--- config.mk ---
export PLATFORM = sky130hd
export DESIGN_NAME = m4inv_div
export DESIGN_NICKNAME = d
export VERILOG_FILES = /design/src/hw/rtl/m4inv_pkg.sv /design/src/hw/rtl/m4inv_div.sv
export SDC_FILE = /design/constraint.sdc
export NUM_CORES = 2
export LEC_CHECK = 0
export ABC_AREA = 1
export BUFFER_PORTS_ARGS = -buffer_cell sky130_fd_sc_hd__buf_2
export CAP_MARGIN = 20
export CORE_ASPECT_RATIO = 1.1
export CORE_MARGIN = 1.5
export CORE_UTILIZATION = 35
export DETAILED_ROUTE_END_ITERATION = 6
export GPL_TIMING_DRIVEN = 0
export PLACE_DENSITY = 0.51
export REMOVE_ABC_BUFFERS = 1
export SLEW_MARGIN = 20
export SYNTH_ARGS = -nofsm -noshare
export SYNTH_HDL_FRONTEND = slang
export SYNTH_SLANG_ARGS = --single-unit
--- constraint.sdc ---
create_clock -name clock -period 24.4 [get_ports clock]
set_input_delay 6.1 -clock clock [delete_from_list [all_inputs] [get_ports clock]]
set_output_delay 6.1 -clock clock [all_outputs]
set_load 0.02 [all_outputs]
--- src/hw/rtl/m4inv_pkg.sv ---
// m4inv_pkg: shared types, widths and state codes for the 4x4 matrix inverse
// used by the lanes, the divider and the top level; no dependencies
`default_nettype none
package m4inv_pkg;

   localparam int ELEM_W  = 32;
   localparam int ROW_W   = 4 * ELEM_W;
   localparam int COF_W   = 99;
   localparam int TERM_W  = 96;
   localparam int CMAG_W  = 128;
   localparam int DACC_W  = 130;
   localparam int DTERM_W = 131;
   localparam int DET_W   = 133;
   localparam int NTERMS  = 6;

   typedef struct packed {
      logic signed [ELEM_W-1:0] elem_0;
      logic signed [ELEM_W-1:0] elem_1;
      logic signed [ELEM_W-1:0] elem_2;
      logic signed [ELEM_W-1:0] elem_3;
      logic                     last_row;
   } req_type;

   typedef struct packed {
      logic signed [ELEM_W-1:0] out_0;
      logic signed [ELEM_W-1:0] out_1;
      logic signed [ELEM_W-1:0] out_2;
      logic signed [ELEM_W-1:0] out_3;
      logic signed [ELEM_W-1:0] determinant;
      logic                     singular;
      logic                     saturated;
      logic                     last_out;
   } rsp_type;

   typedef struct packed {
      logic       start;
      logic       wr_en;
      logic [1:0] wr_row;
   } lane_ctrl_type;

   typedef struct packed {
      logic done;
   } lane_stat_type;

   typedef struct packed {
      logic done;
      logic sat;
   } div_stat_type;

   typedef enum logic [2:0] {
      ST_LOAD, ST_COF, ST_DET, ST_CHK, ST_SING, ST_DIV_GO, ST_DIV_WAIT, ST_OUT
   } top_state_type;

   typedef enum logic [3:0] {
      LN_IDLE, LN_RD0, LN_CAP0, LN_CAP1, LN_CAP2, LN_MLO, LN_MHI, LN_ACC, LN_FIN,
      LN_DRD, LN_DCAP, LN_DMUL, LN_DADD, LN_DFIN, LN_DONE
   } lane_state_type;

   typedef enum logic [2:0] {
      DV_IDLE, DV_PREP, DV_CHK, DV_ITER, DV_FIN, DV_DONE
   } div_state_type;

endpackage
`default_nettype wire

--- src/hw/rtl/m4inv_div.sv ---
// m4inv_div: shared restoring divider, signed quotient rounded half away from
// zero and saturated to 32 bits; uses m4inv_pkg
`default_nettype none
module m4inv_div #(
   parameter int NUM_W = 147
) (
   input  wire logic                                 clock,
   input  wire logic                                 reset,
   input  wire logic                                 start,
   input  wire logic signed [NUM_W-1:0]              num,
   input  wire logic signed [m4inv_pkg::DET_W-1:0]   den,
   output m4inv_pkg::div_stat_type                   stat,
   output logic [m4inv_pkg::ELEM_W-1:0]              quot
);
   import m4inv_pkg::*;

   localparam int N2_W = NUM_W + 1;
   localparam int D2_W = DET_W + 1;
   localparam int RW   = (N2_W > D2_W + 33) ? N2_W : D2_W + 33;

   div_state_type state_ff, state_in;
   logic signed [NUM_W-1:0] num_ff;
   logic signed [DET_W-1:0] den_ff;
   logic [N2_W-1:0] n2_ff;
   logic [D2_W-1:0] d2_ff;
   logic            neg_ff, big_ff, sat_ff;
   logic [RW-1:0]   rem_ff, dsh_ff;
   logic [32:0]     q_ff;
   logic [5:0]      cnt_ff;
   logic [31:0]     quot_ff;

   logic [NUM_W-1:0] nabs;
   logic [DET_W-1:0] dabs;
   logic [RW:0]      big_cmp;
   logic             ge, sat_now;
   logic [31:0]      lim, qv;

   assign nabs    = num_ff[NUM_W-1] ? NUM_W'(-num_ff) : NUM_W'(num_ff);
   assign dabs    = den_ff[DET_W-1] ? DET_W'(-den_ff) : DET_W'(den_ff);
   assign big_cmp = (RW + 1)'(d2_ff) << 33;
   assign ge      = (rem_ff >= dsh_ff);
   assign lim     = neg_ff ? 32'h8000_0000 : 32'h7fff_ffff;
   assign sat_now = big_ff || (q_ff > 33'(lim));
   assign qv      = sat_now ? lim : q_ff[31:0];

   always_comb begin
      state_in = state_ff;
      unique case (state_ff)
         DV_IDLE: begin
            if (start) begin
               state_in = DV_PREP;
            end
         end
         DV_PREP: state_in = DV_CHK;
         DV_CHK:  state_in = DV_ITER;
         DV_ITER: state_in = (cnt_ff == 6'd32) ? DV_FIN : DV_ITER;
         DV_FIN:  state_in = DV_DONE;
         DV_DONE: state_in = DV_IDLE;
         default: state_in = DV_IDLE;
      endcase
   end

   always_comb begin
      stat.done = (state_ff == DV_DONE);
      stat.sat  = sat_ff;
   end

   always_ff @(posedge clock) begin
      if (reset) begin
         state_ff <= DV_IDLE;
      end else begin
         state_ff <= state_in;
      end
   end

   always_ff @(posedge clock) begin
      unique case (state_ff)
         DV_IDLE: begin
            num_ff <= num;
            den_ff <= den;
         end
         DV_PREP: begin
            n2_ff  <= {nabs, 1'b0} + N2_W'(dabs);
            d2_ff  <= {dabs, 1'b0};
            neg_ff <= num_ff[NUM_W-1] ^ den_ff[DET_W-1];
         end
         DV_CHK: begin
            big_ff <= ((RW + 1)'(n2_ff) >= big_cmp);
            rem_ff <= RW'(n2_ff);
            dsh_ff <= RW'(d2_ff) << 32;
            q_ff   <= '0;
            cnt_ff <= '0;
         end
         DV_ITER: begin
            if (ge) begin
               rem_ff <= rem_ff - dsh_ff;
            end
            q_ff   <= {q_ff[31:0], ge};
            dsh_ff <= dsh_ff >> 1;
            cnt_ff <= cnt_ff + 6'd1;
         end
         DV_FIN: begin
            quot_ff <= neg_ff ? (32'd0 - qv) : qv;
            sat_ff  <= sat_now;
         end
         default: begin
         end
      endcase
   end

   assign quot = quot_ff;

endmodule
`default_nettype wire

==> results.txt <==
worst hold path class = reg2reg
fmax = 0.1224 GHz
Ys Warns = 0
CP Buf/Inv Count = 2
most used routing layer = met2
crit share post-route = 33.48%
Post-route DRC = 2
syn_area_per_cell = 7.411 um^2
Site Rows = 178
layout net count = 11330
worst endpoint required time = 18.30 ns
Final setup viols = 0
via density per instance = 5.228
Post-Synth Simple-Gate Area = 26.05%
Period minus WS final = 8.170 ns
CTS tree = done
Initial Util = 35.29%
CP startpoint kind = flip-flop
fraction of layout cells with a size suffix above 1 = 8.386%
Synth Area in Adders = 7.475%
area grow syn2layout = 12.72%
CTS root buffer = clkbuf_16
met1 usage = 41.13%
fin worst setup slack = 16.23 ns
grt total ovfl = 0
total wire length = 347700 um
register area share after synthesis = 38.45%
post-synthesis mux area share = 0%
Hold Violations, Final = 0
Top Family by Delay on Critical Path = flip-flops
Critical Path End Type = primary output
CP max FO = 5
Slew Limit Fails = 0
core area = 0.2145 mm^2
die extent in x = 446.4 um
post-CTS sizing = 0
Synth Area in Compound Gates = 13.54%
met3 GRT Util = 3.475%
DP HPWL = 306100 um
DR WL/cell = 25.62 um
Slew Limit Headroom = 15.46%
1st-pass router iterations = 7
Max Root-Sink Buffers = 3
Clock Latency Late Sink = 0.80 ns
final core utilization = 39.78%
Crit-path slowest cell = dfxtp_1
largest net degree at the start of global routing = 88
share of Yosys cell area claimed by the top area cell type = 38.37%
WP data arrival = 2.07 ns
Worst Skew = 0.04482 ns
Max stage delay on crit path = 0.51 ns
post-CTS setup buffer count = 0
Placer Congestion = 1.008
Tightest Pin Transition = 1.255 ns
Synth Area in XOR/XNOR = 5.125%
RSZ-0062 raised after global routing = false
initial antenna violation count = 16
antenna-violating nets left = 0
first-pass GRT wire length = 486200 um
H-tree levels = 3
fin cells = 13570
Post-Place Setup Slack = 17.04 ns
number of synthesized flops with an enable pin = 967
status = finished with violations
Lkg Pwr = 35.70 nW
Port Buffers = 316
Yosys cell types = 71
largest area contributor in the netlist = edfxtp_1
met2 usage in global routing = 50.55%
Cell Area, Synth = 0.07569 mm^2
Ports = 317
Final Cell Area = 0.08532 mm^2
count of state elements after synthesis = 970
Most used DFF post-synth = edfxtp_1
failing checks = DRC
Power Density = 148.6 mW/mm^2
clock transition at the registers of the reported paths = 0.06 ns
MaxCap Viol Count = 0
peak supply drop = 0.07715 mV
vias in the first global route = 70100
critical-path cell list = inv_1 > nor3_1 > buf_2
routed vias = 70940
synth top area cells = edfxtp_1 38%, nand2_1 9.8%, inv_1 8.6%, nor2_1 7.8%, ha_1 7.4%
All-Layer GR Usage = 31.01%
Num Clock Sinks = 970
number of buffers created by CTS = 106
height of the die = 490.7 um
cts hold-fix bufs = 0
Async SR Flop Fraction = 0%
main combinational cell family by area after synthesis = simple AND/OR/NAND/NOR gates
DP Area = 0.08173 mm^2
die area = 0.2190 mm^2
CP Class = reg2out
gate count after technology mapping = 10210
Placed Cells = 13370
First DRT Iteration DRCs = 6146
through the flow:
step	total power, mW	hold WS (ns)	setup TNS, ns
6_report	12.68	0.4812	0
5_1_grt	13.37	0.4922	0
4_1_cts	12.57	0.4812	0
3_5_place_dp	10.85	0.4659	0
3_3_place_gp	11.09	0.4389	-
2_1_floorplan	7.671	0.4264	-3348.30
per-layer routing:
layer / vias to the layer above / share of wire (%)
met5: - / 0.013
met1: 33710 / 44
met2: 2247 / 45
li1: 34470 / -
met4: 6 / 5.0
met3: 520 / 5.3
cells by family (layout without fill, tap and decap cells):
| logic type | Yosys count | after routing |
|---|---|---|
| simple gates | 4578 | 4578 |
| xor+xnor | 442 | 442 |
| fa+ha+maj | 451 | 451 |
| buf+inv | 1881 | 2353 |
| compound gates | 1891 | 1891 |
| other cells | 0 | 6 |
| flops | 970 | 970 |
sequential cells by signal, summed over array words and instances (netlist names):
signal,flops
q_ff,33
num_ff,147
dsh_ff,166
rem_ff,167
sat_ff,1
state_ff,3
d2_ff,132
neg_ff,1
cnt_ff,6
den_ff,133
big_ff,1
quot,32
n2_ff,148
layout make-up:
cell class / count / area (um^2)
Antenna cell: 6 / 15.01
Sequential cell: 970 / 29100
Inverter: 1760 / 6619
Multi-Input combinational cell: 7362 / 39560
Tap cell: 2880 / 3603
Timing Repair Buffer: 396 / 2853
Clock buffer: 119 / 2701
Fill cell: 22870 / 129200
Clock inverter: 78 / 863.3
report_power, final:
group	internal [mW]	total, mW	switching, mW
registers	2.72	3.24	0.521
logic	2.12	7.77	5.64
clock network	0.934	1.67	0.741
total	5.78	12.7	6.90
placed cells by master, fill, tap and decap left out, types with 146 or more instances in the layout:
master / instances
xor2_1: 266
buf_2: 316
nor2_1: 1566
inv_1: 1741
ha_1: 449
nand3_1: 385
a31oi_1: 146
a21oi_1: 843
nand2_1: 1967
o21ai_0: 652
edfxtp_1: 967
xnor2_1: 175
synthesized netlist by cell type, types with 124 or more instances:
master	number
edfxtp_1	967
xor2_1	266
ha_1	449
nand4_1	124
a31oi_1	146
a21oi_1	844
nand3_1	385
xnor2_1	175
nor2_1	1569
o21ai_0	659
nand2_1	1970
inv_1	1744
worst paths after layout:
check | from | to | slack [ns] | depth (start not counted)
max | state_ff[2] | stat[1] | 16.23 | 3
min reg2reg | den_ff[0] | n2_ff[0] | 0.48 | 0
max reg2reg | den_ff[40] | n2_ff[136] | 17.54 | 22
min | den_ff[0] | n2_ff[0] | 0.48 | 0
(Power assumes the default switching activity.)
